`src/mcfsd_pkg.sv`:
```
`timescale 1ns / 1ps
// ----------------------------------------------------------------------------
// mcfsd_pkg
// Shared types and constants of the fire and stall detector.
// ----------------------------------------------------------------------------
package mcfsd_pkg;

  localparam int TIME_WIDTH_DEF   = 32;
  localparam int SAMPLE_WIDTH_DEF = 16;

  // Timing thresholds are fixed 16-bit millisecond counts.
  localparam int THR_WIDTH       = 16;
  localparam int CFG_INDEX_WIDTH = 3;
  localparam int CFG_DATA_WIDTH  = 32;

  // Reset values of the configuration registers.
  localparam int IDLE_OFFSET_RST   = 0;
  localparam int TRIGGER_LEVEL_RST = 800;
  localparam logic [THR_WIDTH-1:0] DEBOUNCE_RST      = 16'd20;
  localparam logic [THR_WIDTH-1:0] PULSE_GAP_RST     = 16'd30;
  localparam logic [THR_WIDTH-1:0] STALL_RST         = 16'd2000;
  localparam logic [THR_WIDTH-1:0] END_RST           = 16'd150;
  localparam logic [THR_WIDTH-1:0] STALL_RELEASE_RST = 16'd5000;

  typedef enum logic [1:0] {
    MODE_IDLE   = 2'd0,
    MODE_FIRING = 2'd1,
    MODE_STALL  = 2'd2
  } mode_t;

  typedef enum logic [CFG_INDEX_WIDTH-1:0] {
    REG_IDLE_OFFSET        = 3'd0,
    REG_TRIGGER_LEVEL      = 3'd1,
    REG_DEBOUNCE_TIME      = 3'd2,
    REG_PULSE_GAP_TIME     = 3'd3,
    REG_STALL_TIME         = 3'd4,
    REG_END_TIME           = 3'd5,
    REG_STALL_RELEASE_TIME = 3'd6
  } cfg_reg_t;

  typedef struct packed {
    logic [THR_WIDTH-1:0] debounce_time;
    logic [THR_WIDTH-1:0] pulse_gap_time;
    logic [THR_WIDTH-1:0] stall_time;
    logic [THR_WIDTH-1:0] end_time;
    logic [THR_WIDTH-1:0] stall_release_time;
  } cfg_times_t;

  typedef struct packed {
    logic  fire_pulse;
    logic  stall_event;
    logic  fire_end;
    mode_t mode_now;
  } result_t;

endpackage

```
`src/mcfsd_step.sv`:
```
`timescale 1ns / 1ps
// ----------------------------------------------------------------------------
// mcfsd_step
// Mode machine: run/pulse timestamps and the per-sample update.
// ----------------------------------------------------------------------------
module mcfsd_step
  import mcfsd_pkg::*;
#(
  parameter int SAMPLE_WIDTH = SAMPLE_WIDTH_DEF,
  parameter int TIME_WIDTH   = TIME_WIDTH_DEF
) (
  input  logic                           clk,
  input  logic                           rst,
  input  logic                           en,
  input  logic signed [SAMPLE_WIDTH-1:0] shunt_sample,
  input  logic        [TIME_WIDTH-1:0]   now_ms,
  input  logic signed [SAMPLE_WIDTH-1:0] idle_offset,
  input  logic signed [SAMPLE_WIDTH-1:0] trigger_level,
  input  cfg_times_t                     times,
  output result_t                        res
);

  mode_t                 mode, mode_next;
  logic [TIME_WIDTH-1:0] high_run_start, high_run_start_next;
  logic                  high_run_valid, high_run_valid_next;
  logic [TIME_WIDTH-1:0] low_run_start, low_run_start_next;
  logic                  low_run_valid, low_run_valid_next;
  logic [TIME_WIDTH-1:0] last_pulse_time, last_pulse_time_next;

  logic signed [SAMPLE_WIDTH:0] corrected;
  logic                         high;
  logic [TIME_WIDTH-1:0]        el_high, el_low, el_pulse;

  // Exact difference, one extra bit, no saturation.
  assign corrected = {shunt_sample[SAMPLE_WIDTH-1], shunt_sample}
                   - {idle_offset[SAMPLE_WIDTH-1], idle_offset};
  assign high = corrected > $signed({trigger_level[SAMPLE_WIDTH-1], trigger_level});

  // Elapsed since last pulse wraps at the timestamp width.
  assign el_pulse = now_ms - last_pulse_time;

  always_comb begin
    mode_next            = mode;
    high_run_start_next  = high_run_start;
    high_run_valid_next  = high_run_valid;
    low_run_start_next   = low_run_start;
    low_run_valid_next   = low_run_valid;
    last_pulse_time_next = last_pulse_time;
    res                  = '0;

    // Run starts are opened first; elapsed times use the opened value.
    unique case (mode)
      MODE_FIRING: begin
        if (high) begin
          if (low_run_valid || !high_run_valid) begin
            high_run_start_next = now_ms;
            high_run_valid_next = 1'b1;
          end
        end else if (!low_run_valid) begin
          low_run_start_next = now_ms;
          low_run_valid_next = 1'b1;
        end
      end
      MODE_STALL: ;
      default: begin
        if (high && !high_run_valid) begin
          high_run_start_next = now_ms;
          high_run_valid_next = 1'b1;
        end
      end
    endcase

    // Run lengths wrap at the timestamp width, taken from the starts above.
    el_high = now_ms - high_run_start_next;
    el_low  = now_ms - low_run_start_next;

    unique case (mode)
      MODE_FIRING: begin
        if (high) begin
          if (low_run_valid && el_low >= TIME_WIDTH'(times.pulse_gap_time)
              && el_pulse >= TIME_WIDTH'(times.pulse_gap_time)) begin
            last_pulse_time_next = now_ms;
            res.fire_pulse       = 1'b1;
          end
          low_run_valid_next = 1'b0;
          if (el_high >= TIME_WIDTH'(times.stall_time)) begin
            mode_next       = MODE_STALL;
            res.stall_event = 1'b1;
          end
        end else if (el_low >= TIME_WIDTH'(times.end_time)) begin
          mode_next           = MODE_IDLE;
          high_run_valid_next = 1'b0;
          low_run_valid_next  = 1'b0;
          res.fire_end        = 1'b1;
        end
      end
      MODE_STALL: begin
        if (!high || el_high >= TIME_WIDTH'(times.stall_release_time)) begin
          mode_next           = MODE_IDLE;
          high_run_valid_next = 1'b0;
          low_run_valid_next  = 1'b0;
        end
      end
      default: begin
        mode_next = MODE_IDLE;
        if (high) begin
          if (el_high >= TIME_WIDTH'(times.debounce_time)) begin
            mode_next            = MODE_FIRING;
            high_run_start_next  = now_ms;
            low_run_valid_next   = 1'b0;
            last_pulse_time_next = now_ms;
            res.fire_pulse       = 1'b1;
          end
        end else begin
          high_run_valid_next = 1'b0;
        end
      end
    endcase

    res.mode_now = mode_next;
  end

  always_ff @(posedge clk) begin
    if (rst) begin
      mode            <= MODE_IDLE;
      high_run_start  <= '0;
      high_run_valid  <= 1'b0;
      low_run_start   <= '0;
      low_run_valid   <= 1'b0;
      last_pulse_time <= '0;
    end else if (en) begin
      mode            <= mode_next;
      high_run_start  <= high_run_start_next;
      high_run_valid  <= high_run_valid_next;
      low_run_start   <= low_run_start_next;
      low_run_valid   <= low_run_valid_next;
      last_pulse_time <= last_pulse_time_next;
    end
  end

endmodule

```
`config.mk`:
```
export PLATFORM = sky130hd
export DESIGN_NAME = mcfsd_step
export DESIGN_NICKNAME = d
export VERILOG_FILES = /design/src/mcfsd_pkg.sv /design/src/mcfsd_step.sv
export SDC_FILE = /design/constraint.sdc
export NUM_CORES = 1
export LEC_CHECK = 0
export ABC_AREA = 0
export BUFFER_PORTS_ARGS = -buffer_cell sky130_fd_sc_hd__buf_4
export CAP_MARGIN = 20
export CORE_ASPECT_RATIO = 0.5
export CORE_UTILIZATION = 50
export DETAILED_ROUTE_END_ITERATION = 7
export PLACE_DENSITY = 0.81
export REMOVE_ABC_BUFFERS = 1
export SYNTH_ARGS = -nofsm -noshare
export SYNTH_HDL_FRONTEND = slang
export SYNTH_SLANG_ARGS = --single-unit
```
`constraint.sdc`:
```
create_clock -name clk -period 13.1 [get_ports clk]
set_input_delay 1.31 -clock clk [delete_from_list [all_inputs] [get_ports clk]]
set_output_delay 1.31 -clock clk [all_outputs]
set_load 0.02 [all_outputs]
```
; Word-level counts from Yosys, hierarchy flattened
; Cells that the tools add are included.
[word_totals]
romBits = 0
out_inout_bits = 5
input_bits = 163
latchBits = 0
ff_bits = 100
n_memories = 0
ram_bits = 0
[op_classes]
n_mux = 47
div = 0
addsub = 4
eq_ne = 3
bitwise_logic = 1
reduce_logical = 10
n_lt_le_gt_ge = 7
n_shift = 0
mul = 0
[ops]
columns = op, count
row1 = 2-to-1 mux 32 bit, 13
row2 = >= comparator 32 x 16 -> 1 bit, 6
row3 = case mux 32 bit (2 select lines), 2
row4 = subtractor 32 bit, 3
row5 = 2-to-1 mux 1 bit, 21
row6 = > comparator 17 x 16 -> 1 bit, 1
row7 = subtractor 16 x 16 -> 17 bit, 1
row8 = 2-to-1 mux 2 bit, 6
row9 = case mux 1 bit (2 select lines), 4
row10 = AND reduction 5 bit, 1
row11 = case mux 2 bit (2 select lines), 1
row12 = logical AND 1 bit, 3
row13 = "equality test 2 x 1 -> 1 bit, second input constant", 1
row14 = "equality test 2 bit, second input constant", 1
row15 = zero test 1 bit, 2
row16 = logical OR 1 bit, 2
row17 = "!= test 2 bit, second input constant", 1
row18 = nonzero test 2 bit, 1
row19 = OR reduction 2 bit, 1
row20 = inverter 1 bit, 1

; Longest topological paths before layout
; Gate-level depths: netlist of run 1.
[depth]
word_depth = 11
depth_mapped = 47

; Least setup slack after synthesis of run 1
; No wires, ideal clock.
[synth_timing]
path_type = input -> output
from = input port shunt_sample[0]
to = output port res[0] (netlist name)
arrival_time_ps = 9791
path_stages = 39
required_ps = 11790
slack_ps = 1999
path_cell_list = inv_1 ha_1 fa_1 nor2b_1 o21ai_0 nand2b_1 a21o_1 a21o_1 a21o_1 a21o_1 a21o_1 a21oi_1 o21ai_0 a2111o_1 o311a_1 ha_1 nand4_1 or4_1 (+3 left out) clkbuf_1 mux2i_1 ha_1 clkbuf_1 a21oi_1 o21ai_0 or3_1 o22ai_1 nor2b_1 a21oi_1 xnor2_1 ha_1 a21o_1 a21oi_1 o21ai_0 nor4_2 a21oi_1 o31ai_1
[synth_rtl]
columns = item, line
row1 = start: declaration, mcfsd_step.sv:15  ; input logic signed [SAMPLE_WIDTH-1:0] shunt_sample,
row2 = end: declaration, mcfsd_step.sv:20  ; output result_t res

==> results of run 1 <==
## cell usage after synthesis (all sizes together), types with 30 or more instances
cell type	count	area (µm²)
mux2i	105	1050
ha	224	2800
a22oi	34	255
a21oi	178	891
a21o	68	510
inv	191	717
o21ai	101	505
o21a	30	225
a2bb2oi	31	272
xnor2	41	359
nor2	126	473
a211oi	82	628
clkbuf	77	289
nand2	154	578
nand3	39	195
dfxtp	100	2000
nor3	38	195
## path summary, 6_finish.rpt
path	startpoint	end	cells after the start	slack (ns)
worst max-delay path	shunt_sample[0]	res[0]	40	1.40
worst min-delay path	last_pulse_time[6]	last_pulse_time[6]	2	0.46
worst max register to register	last_pulse_time[1]	last_pulse_time[23]	24	6.02
worst min register to register	last_pulse_time[6]	last_pulse_time[6]	2	0.46
## metal layers
| layer | global-route usage | part of all wire | vias to the layer above |
|---|---|---|---|
| met1 | 0.412 | 0.48 | 7115 |
| met4 | 0.0875 | 0.023 | 0 |
| met3 | 0.0428 | 0.076 | 72 |
| li1 | - | - | 7484 |
| met5 | 0 | 0 | - |
| met2 | 0.466 | 0.42 | 577 |
## layout make-up
| class | instances | area, µm² |
|---|---|---|
| flip-flops and latches | 100 | 2000 |
| clock buffers | 10 | 229 |
| inverters | 191 | 717 |
| well taps | 382 | 478 |
| multi-input cells | 1587 | 11600 |
| clock inverters | 5 | 125 |
| fillers | 2664 | 11700 |
| repair buffers | 185 | 1420 |
## stage by stage
step / hold WS [ns] / utilization / setup slack [ns] / instance area [µm²]
after floorplan: 0.435 / - / 1.32 / 14300
after global routing: 0.477 / 0.586 / 0.819 / 16600
after CTS: 0.460 / 0.585 / 1.51 / 16500
after global placement: 0.443 / 0.572 / 1.77 / 16200
after detailed placement: 0.447 / 0.572 / 1.53 / 16200
final: 0.460 / 0.586 / 1.40 / 16600
## critical path: cells and delay by family
family | cells | cell delay [ns]
AOI/OAI and AO/OA | 20 | 4.70
and+or+nand+nor | 9 | 1.90
adders and majority gates | 5 | 1.53
buffers and inverters | 5 | 0.70
muxes | 1 | 0.23
## registers in the layout, summed over array words and instances (netlist names)
| name | flops |
|---|---|
| last_pulse_time | 32 |
| low_run_valid | 1 |
| high_run_valid | 1 |
| high_run_start | 32 |
| mode | 2 |
| low_run_start | 32 |
## cell families (layout without fill, tap and decap cells)
family / count (synthesis) / after routing / synth area share
AOI/OAI and AO/OA: 679 / 679 / 0.313
buffers and inverters: 280 / 391 / 0.0730
and+or+nand+nor: 504 / 504 / 0.165
DFF: 100 / 100 / 0.137
adders and majority gates: 229 / 229 / 0.198
xor gates and xnor gates: 63 / 63 / 0.0377
muxes: 112 / 112 / 0.0772
## power by group through the flow
stage | clock network (mW) | registers, mW | logic, mW
global route | 0.351 | 0.370 | 1.83
global placement | 0 | 0.370 | 1.57
finish | 0.334 | 0.366 | 1.64
CTS | 0.335 | 0.365 | 1.61
detailed placement | 0 | 0.372 | 1.60
floorplan | 0 | 0.365 | 1.19
==> results by group, run 1 <==
Outcome
  • Outcome: finished clean

Clock network
  • CTS root buf: clkbuf_16
  • CTS max path bufs: 2
  • TritonCTS clock tree: built
  • Hold-fix buffers, CTS: 0
  • # Post-CTS Setup Buffers: 0
  • Clock slew at reported path FFs: 0.07 ns
  • Num CTS Buffers: 9
  • Clock sink count: 100
  • Post-CTS sizing: 0
  • H-Tree Depth: 3
  • Clk_lat worst skew: 0.38 ns

Die
  • Chip Width: 244 µm
  • I/O Pins: 168
  • Die area: around 30000 µm²
  • Vert. Die Dim: around 120 µm
  • Num rows: 43
  • Core ar.: 28200 µm²
  • Initial core utilization: 0.518

Setup path
  • WP data arrival: 10.39 ns
  • Critical path class: input pin to primary output
  • Critical path's slowest cell: a2111oi_1
  • Crit-path most repeated cell: a21o_1
  • Worst path required time: between 10 and 15 ns
  • CP Capture Type: primary output
  • Worst-path maximum fanout: 14
  • Worst setup SP type: input pin
  • CP max stage delay: 0.75 ns

Cells and area
  • Final Net Count: 2465
  • Post-Layout Cell Count: 2460
  • Most frequent cells in the layout: 224 x ha_1, 189 x inv_1, 183 x buf_4
  • N_diodes: 0
  • Share of layout cells above drive strength 1: 0.112
  • Commonest non-fill, non-tap cell in the layout: ha_1
  • Area grow syn2layout: 13.2%

Power
  • Clock power share: 0.143
  • Sequential Power Share: 0.156
  • Sw power: 1.11 mW
  • Total power: 2.34 mW
  • Maximum vdd drop: 0.0792 mV
  • Internal Pwr Total: 1.23 mW
  • Pleak: 7.46 nW
  • Comb pwr share: 0.701
  • Total power per unit cell area: 141 nW/µm²
  • Sw Share: 0.473

Yosys
  • Post-synthesis cell area: 14600 µm²
  • Flops & latches, synth: 100
  • Synthesis Warnings: 0
  • Sequential cell area fraction in the yosys report: 0.137
  • EDFF count, synth: 0
  • Asr flop ratio synth: 0
  • Synth Instances: 1967
  • Syn avg cell area: around 7.4 µm²
  • Post-synth cell types: between 80 and 90
  • Dominant synthesized flop cell: dfxtp_1

Global route
  • GRT overflow: 0
  • Initial antenna violation count: 0
  • Tot GR Track Use: 0.293
  • Vias in the first global route: 13800
  • First-pass GRT wire length: 70.9 mm
  • Pin count of the biggest net entering global routing: 69

Placed design
  • RePlAce Congestion: 0.996
  • DP Cell Count: 2443
  • PortBufs: 167
  • Final HPWL from detailed placement: 35.0 mm

Route
  • 1st-iter DRT viols: 1597
  • DRT antenna net count: 0
  • DR vias/cell: 6.20
  • Avg WL per Cell: 18.0 µm
  • Vias post-DR: 15200
  • WL final: around 44 mm
  • DR DRC count: 0
  • Number of detailed-route iterations in the first pass: 6

STA
  • Setup TNS: 0 ns
  • Layout Skew: 0.0157 ns
  • Final setup viols: 0
  • Rel. slew slack: 0.281
  • Tcrit/Tclk final: 0.893
  • Worst slew pin tran: 1.08 ns
  • Fin. max-slew vios: 0
  • Hold violation count in the final report: 0
  • Max Clock Freq: 85.5 MHz
  • Crit path time final: 11.70 ns
  • RSZ-0062 raised after global routing: false

Flow run
  • Max-Cap Viols: 0

Worst hold path
  • Hold Crit Class: register to register
Power figures use the tool's default switching activity.
==> run 2: changes to the inputs <==
CELL_PAD_IN_SITES_DETAIL_PLACEMENT = 2   (was default)
CELL_PAD_IN_SITES_GLOBAL_PLACEMENT = 2   (was default)
CORE_UTILIZATION = 35   (was 50)
PLACE_DENSITY = 0.93   (was 0.81)
==> results by group, run 2 <==
Placed design
  • Dpl ws: 0.431 ns (was 1.53 ns)
  • PortBufs: 167 (unchanged)
  • RePlAce Congestion: 0.913 (was 0.996)
  • Final HPWL from detailed placement: 54.0 mm (was 35.0 mm)

Clock network
  • H-Tree Depth: 3 (unchanged)
  • Hold-fix buffers, CTS: 0 (unchanged)
  • Num CTS Buffers: 9 (unchanged)
  • CTS root buf: clkbuf_16 (unchanged)
  • CTS max path bufs: 2 (unchanged)
  • Post-CTS sizing: 0 (unchanged)
  • # Post-CTS Setup Buffers: 0 (unchanged)
  • Clock sink count: 100 (unchanged)

Yosys
  • Sequential cell area fraction in the yosys report: 0.137 (unchanged)
  • Top area cells in the synthesized netlist: ha_1 19%, dfxtp_1 14%, mux2i_1 7.2%, a21oi_1 6.1%, inv_1 4.9% (unchanged)
  • Post-synth cell types: 83 (unchanged)
  • Post-synthesis cell area: 14600 µm² (unchanged)
  • Synthesis Warnings: 0 (unchanged)
  • Asr flop ratio synth: 0 (unchanged)
  • Yosys top cell by area: ha_1 (unchanged)
  • Cell with the most instances after synthesis: ha_1 (unchanged)
  • Syn avg cell area: 7.44 µm² (unchanged)
  • Flops & latches, synth: 100 (unchanged)
  • Synth Instances: 1967 (unchanged)
  • Post-synth top cells: 224 x ha_1, 190 x inv_1, 178 x a21oi_1 (unchanged)
  • Dominant synthesized flop cell: dfxtp_1 (unchanged)
  • Yosys top cell area share: 0.192 (unchanged)
  • EDFF count, synth: 0 (unchanged)

Outcome
  • Outcome: stopped before the end (was finished clean)
  • First Err: [ERROR GRT-0228] Horizontal edge usage exceeds the maximum allowed. (19, 14) usage=65535 limit=3200
  • Stopping stage: global routing (5_1_grt)

Die
  • Chip Width: 291 µm (was 244 µm)
  • I/O Pins: 168 (unchanged)
  • Vert. Die Dim: 147 µm (was 123 µm)
  • Num rows: 52 (was 43)
  • Initial core utilization: 0.359 (was 0.518)

Global route
  • Pin count of the biggest net entering global routing: between 60 and 70
==> run 2: through the flow <==
step	instance area, µm²	cells	util	hold WS, ns
after detailed placement	16400	2600	0.401	0.457
after CTS	16700	2616	0.409	0.471
after global placement	16400	2600	0.401	0.442
after floorplan	14300	1878	-	0.435
==> run 2: cell families after synthesis <==
group | after synthesis | synth area share
flip-flops | 100 | 0.137
AND/OR/NAND/NOR | 504 | 0.165
XOR/XNOR | 63 | 0.0377
buffers and inverters | 280 | 0.0730
adder cells (fa/ha/maj) | 229 | 0.198
AO/OA/AOI/OAI | 679 | 0.313
multiplexers | 112 | 0.0772
